### src/hdl/serial_line_framer_parity_top_defines.svh
// assertion macros for the serial line framer
// used by the top level only; expects aclk and aresetn in scope
`ifndef SERIAL_LINE_FRAMER_PARITY_TOP_DEFINES_SVH
`define SERIAL_LINE_FRAMER_PARITY_TOP_DEFINES_SVH

// antecedent implies consequent in the same cycle
`define SLFP_ASSERT_SAME(label, ante, cons) \
    label: assert property (@(posedge aclk) disable iff (!aresetn) (ante) |-> (cons)) \
        else $error("slfp assertion failed");

// antecedent implies consequent in the next cycle
`define SLFP_ASSERT_NEXT(label, ante, cons) \
    label: assert property (@(posedge aclk) disable iff (!aresetn) (ante) |=> (cons)) \
        else $error("slfp assertion failed");

`endif

### src/hdl/slfp_pkg.sv
// shared constants, codes and controller/datapath interface types
// for the serial line framer; no dependencies
`timescale 1ns / 1ps
`default_nettype none

package slfp_pkg;

    localparam int MAX_LEN   = 32;
    localparam int OUT_SLOTS = 32;
    localparam int CAPACITY  = (MAX_LEN < OUT_SLOTS) ? MAX_LEN : OUT_SLOTS;
    localparam int IDX_W     = $clog2(CAPACITY);
    localparam int CNT_W     = $clog2(CAPACITY + 1);

    localparam logic [CNT_W-1:0] CNT_CAP = CNT_W'(CAPACITY);
    localparam logic [5:0]       LEN_CAP = 6'(CAPACITY);

    localparam int CFG_ADDR_W = 2;
    localparam int CFG_DATA_W = 6;
    localparam int IN_DATA_W  = 8;
    localparam int OUT_DATA_W = 16;
    localparam int OUT_USER_W = 4;

    // register indexes
    localparam logic [CFG_ADDR_W-1:0] REG_PARITY_MODE  = 2'd0;
    localparam logic [CFG_ADDR_W-1:0] REG_FRAME_MODE   = 2'd1;
    localparam logic [CFG_ADDR_W-1:0] REG_FIXED_LENGTH = 2'd2;

    // parity modes
    localparam logic [1:0] PM_NONE  = 2'd0;
    localparam logic [1:0] PM_STRIP = 2'd1;
    localparam logic [1:0] PM_EVEN  = 2'd2;
    localparam logic [1:0] PM_ODD   = 2'd3;

    // frame modes
    localparam logic [1:0] FM_FIXED = 2'd0;
    localparam logic [1:0] FM_CR    = 2'd1;
    localparam logic [1:0] FM_CRLF  = 2'd2;

    localparam logic [7:0] CH_CR = 8'h0D;
    localparam logic [7:0] CH_LF = 8'h0A;
    localparam logic [7:0] BIT7  = 8'h80;

    typedef struct packed {
        logic accept;
        logic push_cr;
        logic push_data;
        logic start_emit;
        logic read;
        logic advance;
    } slfp_cmd_t;

    typedef struct packed {
        logic msg_end;
        logic out_last;
    } slfp_status_t;

endpackage

`default_nettype wire

### src/hdl/slfp_ctrl.sv
// controller state machine: sequences buffer writes, message end check
// and readout; depends on slfp_pkg
`timescale 1ns / 1ps
`default_nettype none

module slfp_ctrl (
    input  wire logic                  aclk,
    input  wire logic                  aresetn,
    input  wire logic                  in_valid,
    output logic                       in_ready,
    output logic                       out_valid,
    input  wire logic                  out_ready,
    input  wire slfp_pkg::slfp_status_t status,
    output slfp_pkg::slfp_cmd_t        cmd
);
    import slfp_pkg::*;

    typedef enum logic [5:0] {
        ST_IDLE    = 6'b000001,
        ST_HOLD_CR = 6'b000010,
        ST_STORE   = 6'b000100,
        ST_CHECK   = 6'b001000,
        ST_READ    = 6'b010000,
        ST_SEND    = 6'b100000
    } ctrl_state_t;

    ctrl_state_t state_reg;
    ctrl_state_t state_next;

    always_ff @(posedge aclk) begin
        if (!aresetn) begin
            state_reg <= ST_IDLE;
        end else begin
            state_reg <= state_next;
        end
    end

    always_comb begin
        state_next = state_reg;
        cmd        = '0;
        unique case (state_reg)
            ST_IDLE: begin
                if (in_valid) begin
                    cmd.accept = 1'b1;
                    state_next = ST_HOLD_CR;
                end
            end
            ST_HOLD_CR: begin
                cmd.push_cr = 1'b1;
                state_next  = ST_STORE;
            end
            ST_STORE: begin
                cmd.push_data = 1'b1;
                state_next    = ST_CHECK;
            end
            ST_CHECK: begin
                if (status.msg_end) begin
                    cmd.start_emit = 1'b1;
                    state_next     = ST_READ;
                end else begin
                    state_next = ST_IDLE;
                end
            end
            ST_READ: begin
                cmd.read   = 1'b1;
                state_next = ST_SEND;
            end
            ST_SEND: begin
                if (out_ready) begin
                    if (status.out_last) begin
                        state_next = ST_IDLE;
                    end else begin
                        cmd.advance = 1'b1;
                        state_next  = ST_READ;
                    end
                end
            end
            default: begin
                state_next = ST_IDLE;
            end
        endcase
    end

    assign in_ready  = (state_reg == ST_IDLE);
    assign out_valid = (state_reg == ST_SEND);

endmodule

`default_nettype wire

### src/hdl/slfp_datapath.sv
// datapath: config registers, parity stage, framing decision,
// message buffer, counters and readout registers; depends on slfp_pkg
`timescale 1ns / 1ps
`default_nettype none

module slfp_datapath (
    input  wire logic                                aclk,
    input  wire logic                                aresetn,
    input  wire logic                                cfg_wr_en,
    input  wire logic [slfp_pkg::CFG_ADDR_W-1:0]     cfg_addr,
    input  wire logic [slfp_pkg::CFG_DATA_W-1:0]     cfg_wdata,
    input  wire logic [7:0]                          in_byte,
    input  wire slfp_pkg::slfp_cmd_t                 cmd,
    output slfp_pkg::slfp_status_t                   status,
    output logic [7:0]                               out_byte,
    output logic [4:0]                               out_index,
    output logic                                     out_empty,
    output logic                                     out_perr,
    output logic                                     out_miss,
    output logic                                     out_ovf
);
    import slfp_pkg::*;

    // configuration
    logic [1:0] parity_mode_reg;
    logic [1:0] frame_mode_reg;
    logic [5:0] fixed_length_reg;

    // message state
    logic [CNT_W-1:0] count_reg;
    logic [7:0]       prev_reg;
    logic             perr_reg;
    logic             ovf_reg;

    // item latched at accept
    logic [7:0] d_reg;
    logic       need_cr_reg;
    logic       push_d_reg;
    logic       term_reg;
    logic       fixed_reg;
    logic       miss_reg;

    // readout
    logic [7:0]       store_mem [CAPACITY];
    logic [7:0]       rd_data_reg;
    logic [IDX_W-1:0] rd_idx_reg;
    logic [IDX_W-1:0] last_idx_reg;
    logic             emit_empty_reg;
    logic             emit_perr_reg;
    logic             emit_miss_reg;
    logic             emit_ovf_reg;

    // parity stage and framing decision on the incoming byte
    logic       odd_ones;
    logic       perr_hit;
    logic [7:0] d_in;
    logic       need_cr_in;
    logic       push_d_in;
    logic       term_in;
    logic       fixed_in;
    logic       miss_in;
    logic [7:0] prev_next;

    logic [5:0]       lim;
    logic             wr_req;
    logic [7:0]       wr_data;
    logic             room;
    logic [CNT_W-1:0] cnt_dec;

    assign odd_ones = ^in_byte;

    always_comb begin
        perr_hit = 1'b0;
        d_in     = in_byte & ~BIT7;
        unique case (parity_mode_reg)
            PM_NONE:  d_in = in_byte;
            PM_STRIP: perr_hit = 1'b0;
            PM_EVEN:  perr_hit = odd_ones;
            PM_ODD:   perr_hit = ~odd_ones;
        endcase
    end

    always_comb begin
        need_cr_in = 1'b0;
        push_d_in  = 1'b0;
        term_in    = 1'b0;
        fixed_in   = 1'b0;
        miss_in    = 1'b0;
        prev_next  = 8'h00;
        unique case (frame_mode_reg) inside
            FM_FIXED: begin
                push_d_in = 1'b1;
                fixed_in  = 1'b1;
            end
            FM_CRLF: begin
                if (d_in == CH_LF) begin
                    term_in = 1'b1;
                    miss_in = (prev_reg != CH_CR);
                end else begin
                    need_cr_in = (prev_reg == CH_CR);
                    push_d_in  = (d_in != CH_CR);
                    prev_next  = d_in;
                end
            end
            default: begin
                // cr terminated, also the unused code
                term_in   = (d_in == CH_CR);
                push_d_in = (d_in != CH_CR);
            end
        endcase
    end

    // effective fixed length: zero acts as one, clipped to the buffer size
    always_comb begin
        if (fixed_length_reg == 6'd0) begin
            lim = 6'd1;
        end else if (fixed_length_reg > LEN_CAP) begin
            lim = LEN_CAP;
        end else begin
            lim = fixed_length_reg;
        end
    end

    assign wr_req  = (cmd.push_cr && need_cr_reg) || (cmd.push_data && push_d_reg);
    assign wr_data = cmd.push_cr ? CH_CR : d_reg;
    assign room    = (count_reg < CNT_CAP);
    assign cnt_dec = count_reg - CNT_W'(1);

    assign status.msg_end  = term_reg || (fixed_reg && (6'(count_reg) >= lim));
    assign status.out_last = emit_empty_reg || (rd_idx_reg == last_idx_reg);

    always_ff @(posedge aclk) begin
        if (!aresetn) begin
            parity_mode_reg  <= PM_NONE;
            frame_mode_reg   <= FM_CR;
            fixed_length_reg <= LEN_CAP;
            count_reg        <= '0;
            prev_reg         <= 8'h00;
            perr_reg         <= 1'b0;
            ovf_reg          <= 1'b0;
        end else begin
            if (cfg_wr_en) begin
                unique case (cfg_addr)
                    REG_PARITY_MODE:  parity_mode_reg  <= cfg_wdata[1:0];
                    REG_FRAME_MODE:   frame_mode_reg   <= cfg_wdata[1:0];
                    REG_FIXED_LENGTH: fixed_length_reg <= cfg_wdata;
                    default: ;
                endcase
            end
            if (cmd.accept) begin
                prev_reg <= prev_next;
                if (perr_hit) begin
                    perr_reg <= 1'b1;
                end
            end
            if (wr_req) begin
                if (room) begin
                    count_reg <= count_reg + CNT_W'(1);
                end else begin
                    ovf_reg <= 1'b1;
                end
            end
            if (cmd.start_emit) begin
                count_reg <= '0;
                prev_reg  <= 8'h00;
                perr_reg  <= 1'b0;
                ovf_reg   <= 1'b0;
            end
        end
    end

    always_ff @(posedge aclk) begin
        if (cmd.accept) begin
            d_reg       <= d_in;
            need_cr_reg <= need_cr_in;
            push_d_reg  <= push_d_in;
            term_reg    <= term_in;
            fixed_reg   <= fixed_in;
            miss_reg    <= miss_in;
        end
        if (wr_req && room) begin
            store_mem[count_reg[IDX_W-1:0]] <= wr_data;
        end
        if (cmd.start_emit) begin
            emit_empty_reg <= (count_reg == '0);
            last_idx_reg   <= cnt_dec[IDX_W-1:0];
            emit_perr_reg  <= perr_reg;
            emit_miss_reg  <= miss_reg;
            emit_ovf_reg   <= ovf_reg;
            rd_idx_reg     <= '0;
        end
        if (cmd.read) begin
            rd_data_reg <= store_mem[rd_idx_reg];
        end
        if (cmd.advance) begin
            rd_idx_reg <= rd_idx_reg + IDX_W'(1);
        end
    end

    assign out_byte  = emit_empty_reg ? 8'h00 : rd_data_reg;
    assign out_index = 5'(rd_idx_reg);
    assign out_empty = emit_empty_reg;
    assign out_perr  = emit_perr_reg;
    assign out_miss  = emit_miss_reg;
    assign out_ovf   = emit_ovf_reg;

endmodule

`default_nettype wire

### src/hdl/serial_line_framer_parity_top.sv
// top level of the serial line framer: stream ports, config port,
// controller and datapath; depends on slfp_pkg, slfp_ctrl, slfp_datapath
`timescale 1ns / 1ps
`default_nettype none

`include "serial_line_framer_parity_top_defines.svh"

// serial line framer with parity check. each received byte goes through a
// parity stage (pass, clear bit 7, or even/odd check then clear bit 7) and
// a framing stage (fixed length, cr terminated, or cr lf terminated with a
// missing-cr flag). data bytes collect in a 32-entry message buffer; when a
// message ends, its bytes come out in order on the m_axis side with index,
// tlast and the message flags, or one empty-message item if none were held.
// bytes past the buffer size are dropped and flagged as overflow.
// timing: one item at a time. an item that ends no message passes through
// accept, held-cr write, data write and end check, as the controller
// sequences up to two writes into the single-port buffer. an item that ends
// a message adds a buffer read, then the registered result, for each result
// plus any downstream stall; s_axis_tready is low meanwhile.
// config writes take effect at once and are meant for idle periods only.
// after reset the buffer needs no clearing; the block is ready at once.

module serial_line_framer_parity_top (
    input  wire logic                              aclk,
    input  wire logic                              aresetn,
    // config write port
    input  wire logic                              cfg_wr_en,
    input  wire logic [slfp_pkg::CFG_ADDR_W-1:0]   cfg_addr,
    input  wire logic [slfp_pkg::CFG_DATA_W-1:0]   cfg_wdata,
    // input stream
    input  wire logic                              s_axis_tvalid,
    output logic                                   s_axis_tready,
    input  wire logic [slfp_pkg::IN_DATA_W-1:0]    s_axis_tdata,  // [7:0] raw_byte
    // result stream
    output logic                                   m_axis_tvalid,
    input  wire logic                              m_axis_tready,
    // [7:0] out_byte, [12:8] byte_index, [15:13] zero
    output logic [slfp_pkg::OUT_DATA_W-1:0]        m_axis_tdata,
    output logic                                   m_axis_tlast,  // last
    // [0] empty_message, [1] parity_error, [2] missing_cr, [3] overflow
    output logic [slfp_pkg::OUT_USER_W-1:0]        m_axis_tuser
);
    import slfp_pkg::*;

    slfp_cmd_t    cmd;
    slfp_status_t status;

    logic [7:0] out_byte;
    logic [4:0] out_index;
    logic       out_empty;
    logic       out_perr;
    logic       out_miss;
    logic       out_ovf;

    // sequencing of accept, buffer writes, end check and readout
    slfp_ctrl u_ctrl (
        .aclk      (aclk),
        .aresetn   (aresetn),
        .in_valid  (s_axis_tvalid),
        .in_ready  (s_axis_tready),
        .out_valid (m_axis_tvalid),
        .out_ready (m_axis_tready),
        .status    (status),
        .cmd       (cmd)
    );

    // config, parity and framing logic, message buffer
    slfp_datapath u_datapath (
        .aclk      (aclk),
        .aresetn   (aresetn),
        .cfg_wr_en (cfg_wr_en),
        .cfg_addr  (cfg_addr),
        .cfg_wdata (cfg_wdata),
        .in_byte   (s_axis_tdata),
        .cmd       (cmd),
        .status    (status),
        .out_byte  (out_byte),
        .out_index (out_index),
        .out_empty (out_empty),
        .out_perr  (out_perr),
        .out_miss  (out_miss),
        .out_ovf   (out_ovf)
    );

    // pack the result item
    assign m_axis_tdata = {3'b000, out_index, out_byte};
    assign m_axis_tlast = status.out_last;
    assign m_axis_tuser = {out_ovf, out_miss, out_perr, out_empty};

    // no new byte is taken while a message is being read out
    `SLFP_ASSERT_SAME(a_no_accept_in_readout, m_axis_tvalid, !s_axis_tready)
    // an accepted byte blocks the input until its processing is done
    `SLFP_ASSERT_NEXT(a_accept_blocks, s_axis_tvalid && s_axis_tready, !s_axis_tready)
    // each further result needs a buffer read state first, with tvalid low
    `SLFP_ASSERT_NEXT(a_read_gap, m_axis_tvalid && m_axis_tready && !m_axis_tlast,
                      !m_axis_tvalid)
    // an empty message is one item with zero byte and index
    `SLFP_ASSERT_SAME(a_empty_single, m_axis_tvalid && m_axis_tuser[0],
                      m_axis_tlast && (m_axis_tdata == '0))

endmodule

`default_nettype wire
### config.mk
export PLATFORM = sky130hd
export DESIGN_NAME = serial_line_framer_parity_top
export DESIGN_NICKNAME = d
export VERILOG_FILES = /design/src/hdl/slfp_pkg.sv /design/src/hdl/slfp_ctrl.sv /design/src/hdl/slfp_datapath.sv /design/src/hdl/serial_line_framer_parity_top.sv
export VERILOG_INCLUDE_DIRS = /design/src /design/src/hdl
export SDC_FILE = /design/constraint.sdc
export NUM_CORES = 1
export LEC_CHECK = 0
export BUFFER_PORTS_ARGS = -buffer_cell sky130_fd_sc_hd__buf_4
export CORE_MARGIN = 1.5
export CORE_UTILIZATION = 30
export DETAILED_ROUTE_END_ITERATION = 8
export GPL_ROUTABILITY_DRIVEN = 0
export PLACE_DENSITY_LB_ADDON = 0.25
export SYNTH_ARGS = -nofsm -noshare
export SYNTH_HDL_FRONTEND = slang
export SYNTH_SLANG_ARGS = --single-unit
### constraint.sdc
create_clock -name aclk -period 1.95 [get_ports aclk]
set_input_delay 0.0975 -clock aclk [delete_from_list [all_inputs] [get_ports aclk]]
set_output_delay 0.0975 -clock aclk [all_outputs]
set_load 0.005 [all_outputs]
==> flow_summary.json <==
{
  "fill_cells": 3854,
  "power_frac_comb_pct": 4.1,
  "post-route-min-period_ns": 2.10,
  "clock_skew_ns": 0.0234,
  "internal_power_mw": 11.6,
  "final_common_cell": "edfxtp_1",
  "wire_per_inst_um": 19.0,
  "drt_wl_total_um": 31000,
  "grtUsageTotal_pct": 13.9,
  "p_clk_share_pct": 43.5,
  "max_slew.worst_pin.slew_ns": 0.716,
  "pin_count": 44,
  "drv_cap": 0,
  "p_leak_nw": 6.39,
  "grt_use_met1_pct": 19.6,
  "cts-buffers-inserted": 35,
  "max-slew-margin-rel_pct": 52.0,
  "async_flop_share_pct": 0,
  "io_buffers": 40,
  "synthCells": 808,
  "overflow": 0,
  "initial_utilization_pct": 30.4,
  "r2r-end": "u_datapath.last_idx_reg[1]$_DFFE_PP_",
  "max_freq_mhz": 476,
  "syn2layout_area_growth_pct": 37.3,
  "whs_ns": 0.0651,
  "first_pass_iters": 4,
  "antenna_found_initial": 1,
  "synth-seq-cells": 323,
  "postLayoutCellArea_um2": 18000,
  "clock_path_buffers": 3,
  "grt_pass1_vias": 7634,
  "clk_pin_slew_ns": 0.07,
  "r2r-start": "u_datapath.fixed_length_reg[2]$_SDFFE_PN0P_",
  "required_ns": 2.18,
  "yosys.area.top_type": "edfxtp_1",
  "largest_register_ffs": 256,
  "rr_worst_depth": 10,
  "crit_path_frequent_cell": "nor2_1",
  "nets": 1057,
  "worstSetupStartpoint": "u_datapath.fixed_length_reg[2]$_SDFFE_PN0P_",
  "critPathArrivalTime_ns": 2.33,
  "yosysWarnings": 0,
  "hpwl_um": 19900,
  "yosys.area.top_type_share_pct": 66.7,
  "violations": "setup timing",
  "post-route-period-util_pct": 108,
  "status": "complete, but fails checks",
  "cts_num_sinks": 323,
  "grt_max_degree": 33,
  "hp-class": "primary input to flip-flop",
  "path_depth": 10,
  "path_delay_family": "simple AND/OR/NAND/NOR gates",
  "rows": 76,
  "slew_viol_final": 0,
  "cp-start-kind": "flip-flop",
  "rsz0062_at_grt": "true",
  "cellPowerDensity_nw_per_um2": 812,
  "syn_area_um2": 13100,
  "switching_share_pct": 20.8,
  "cts_tree": "done",
  "dr_total_vias": 7478,
  "clock-root-buffer": "clkbuf_16",
  "synth.distinct_cells": 50,
  "die_h_um": 212,
  "ir_drop_mv": 0.460,
  "h-tree-depth": 2,
  "final_cell_mix": "291 x edfxtp_1, 117 x buf_4, 59 x mux2i_1, 46 x nor2_4, 43 x buf_12",
  "coreArea_um2": 43100,
  "dpl_cell_area_um2": 15400,
  "worstPathMaxFanout": 5,
  "drc": 0,
  "use_met3_pct": 2.31,
  "critPathSlowestCell": "dfxtp_2",
  "fin_ws_ns": -0.151,
  "p_switching_mw": 3.03,
  "cp-endpoint": "u_datapath.last_idx_reg[1]$_DFFE_PP_",
  "setup_tns_ns": -1.98,
  "use_met2_pct": 22.2,
  "die_x_um": 212,
  "path_cells": "nor4_4 > nor2_1 > nor2_1 > ha_1 > nand2b_4 > a21oi_4 > o21ai_2 > nand2b_1 > buf_6 > clkinvlp_4",
  "drt_iter0_drc": 304,
  "max_stage_delay_ns": 0.33,
  "dp.cells": 1509,
  "worst_setup_path_end_kind": "flip-flop",
  "fp.dieArea_um2": 44900,
  "power_frac_seq_pct": 52.4,
  "drive_above_1_share_pct": 38.7,
  "place_ws_ns": -0.228,
  "clock_latency_ns": 0.52,
  "path_class": "flip-flop to flip-flop",
  "via_per_inst": 4.59,
  "synth_area_leaders": "edfxtp_1 67%, mux4_2 5.5%, mux2i_1 5.0%, dfxtp_1 4.9%, nor2_1 1.9%",
  "diodes": 0,
  "path_buf_inv": 2,
  "grt_pass1_wl_um": 47100,
  "ys_seq_area_share_pct": 71.6,
  "syn_avg_cell_area_um2": 16.2,
  "finalHoldViolCount": 0,
  "setup_viol_count_final": 27,
  "regToRegSetupSlack_ns": -0.15,
  "top_usage_layer": "met2",
  "synth_edf_count": 291,
  "detail-route-antenna-nets": 0,
  "fin_cells": 1630,
  "ys.flop_type": "edfxtp_1"
}
[Yosys cell counts, types with 2 or more instances]
master     count
buf_4          8
clkbuf_1      14
nor4_1         2
a22o_1         8
o21ai_0        5
or3b_2         2
a21o_1         2
or2_2          2
a21oi_1       18
a22oi_1       30
nand2_1       31
nand2b_1       7
nand3_1       18
nor2b_1       27
and3_1         3
and2_1         7
a31oi_1       10
buf_1          3
inv_1         17
o21a_1         3
mux2i_1       66
a211oi_1       9
nor3_1         4
ha_1          16
nor2_1        65
a2111oi_0      8
xnor2_1       11
nor3b_1        6
mux4_2        32
or3_1          4
buf_2         17
xor2_1         9
edfxtp_1     291
dfxtp_1       32
nand3b_1       6
[power by group through the flow]
stage	sequential [mW]	clock, mW	combinational (mW)
finish	7.65	6.34	0.598
global route	7.65	6.76	0.653
CTS	7.65	6.51	0.582
detailed placement	7.80	0	0.510
global placement	7.80	0	0.503
floorplan	7.80	0	0.210
[how the worst min path moves through the flow]
stage	end	depth (start not counted)	startpoint
global placement	u_datapath.d_reg[4]$_DFFE_PP_	1	s_axis_tdata[4]
detailed placement	u_datapath.d_reg[4]$_DFFE_PP_	1	s_axis_tdata[4]
CTS	u_datapath.d_reg[7]$_DFFE_PP_	2	s_axis_tdata[7]
floorplan	u_datapath.d_reg[0]$_DFFE_PP_	0	s_axis_tdata[0]
global route	u_datapath.d_reg[7]$_DFFE_PP_	2	s_axis_tdata[7]
finish	u_datapath.d_reg[7]$_DFFE_PP_	2	s_axis_tdata[7]
[what timing repair did]
action	CTS	global route
setup buffers	18	15
hold endpoints to repair	30	0
pin swaps	22	57
setup endpoints to repair	290	304
gates cloned	4	1
hold buffers	22	0
gates resized for setup	56	145
[worst reg2reg max path, delay by kind of cell (launching register included)]
kind | cells | cell delay [ns]
and+or+nand+nor | 5 | 0.72
DFF | 1 | 0.33
buffers and inverters | 2 | 0.30
adders and majority gates | 1 | 0.25
AOI/OAI and AO/OA | 2 | 0.22
[area by class of cell]
type / count / area (µm²) / share of cell area (%)
sequential: 323 / 9390 / 52.2
multi-input combinational: 428 / 4270 / 23.8
timing repair buffer: 214 / 2410 / 13.4
clock buffer: 43 / 927 / 5.16
tap: 585 / 732 / 4.07
clock inverter: 19 / 170 / 0.947
inverter: 17 / 67.6 / 0.376
timing repair inverter: 1 / 7.51 / 0.0418
[cell families (layout without fill, tap and decap cells)]
group	count (synthesis)	count (layout)	synth area share, %
AO/OA/AOI/OAI	100	100	5.38
XOR/XNOR	20	20	1.34
adder cells (fa/ha/maj)	16	16	1.53
buffers and inverters	59	294	2.08
flip-flops	323	323	71.6
multiplexers	98	98	10.6
other	1	3	0.0286
AND/OR/NAND/NOR	191	191	7.45
[routing by layer]
layer | routed length (µm) | part of all wire, %
met4 | 737 | 2.4
met2 | 14500 | 47
met5 | 0 | 0
met1 | 14600 | 47
met3 | 1050 | 3.4
[metrics by stage]
step	power [mW]	util, %
after global placement	8.30	35.8
after CTS	14.7	40.0
after floorplan	8.01	-
after global routing	15.1	41.7
final	14.6	41.7
after detailed placement	8.31	35.8
(Power assumes the default switching activity.)
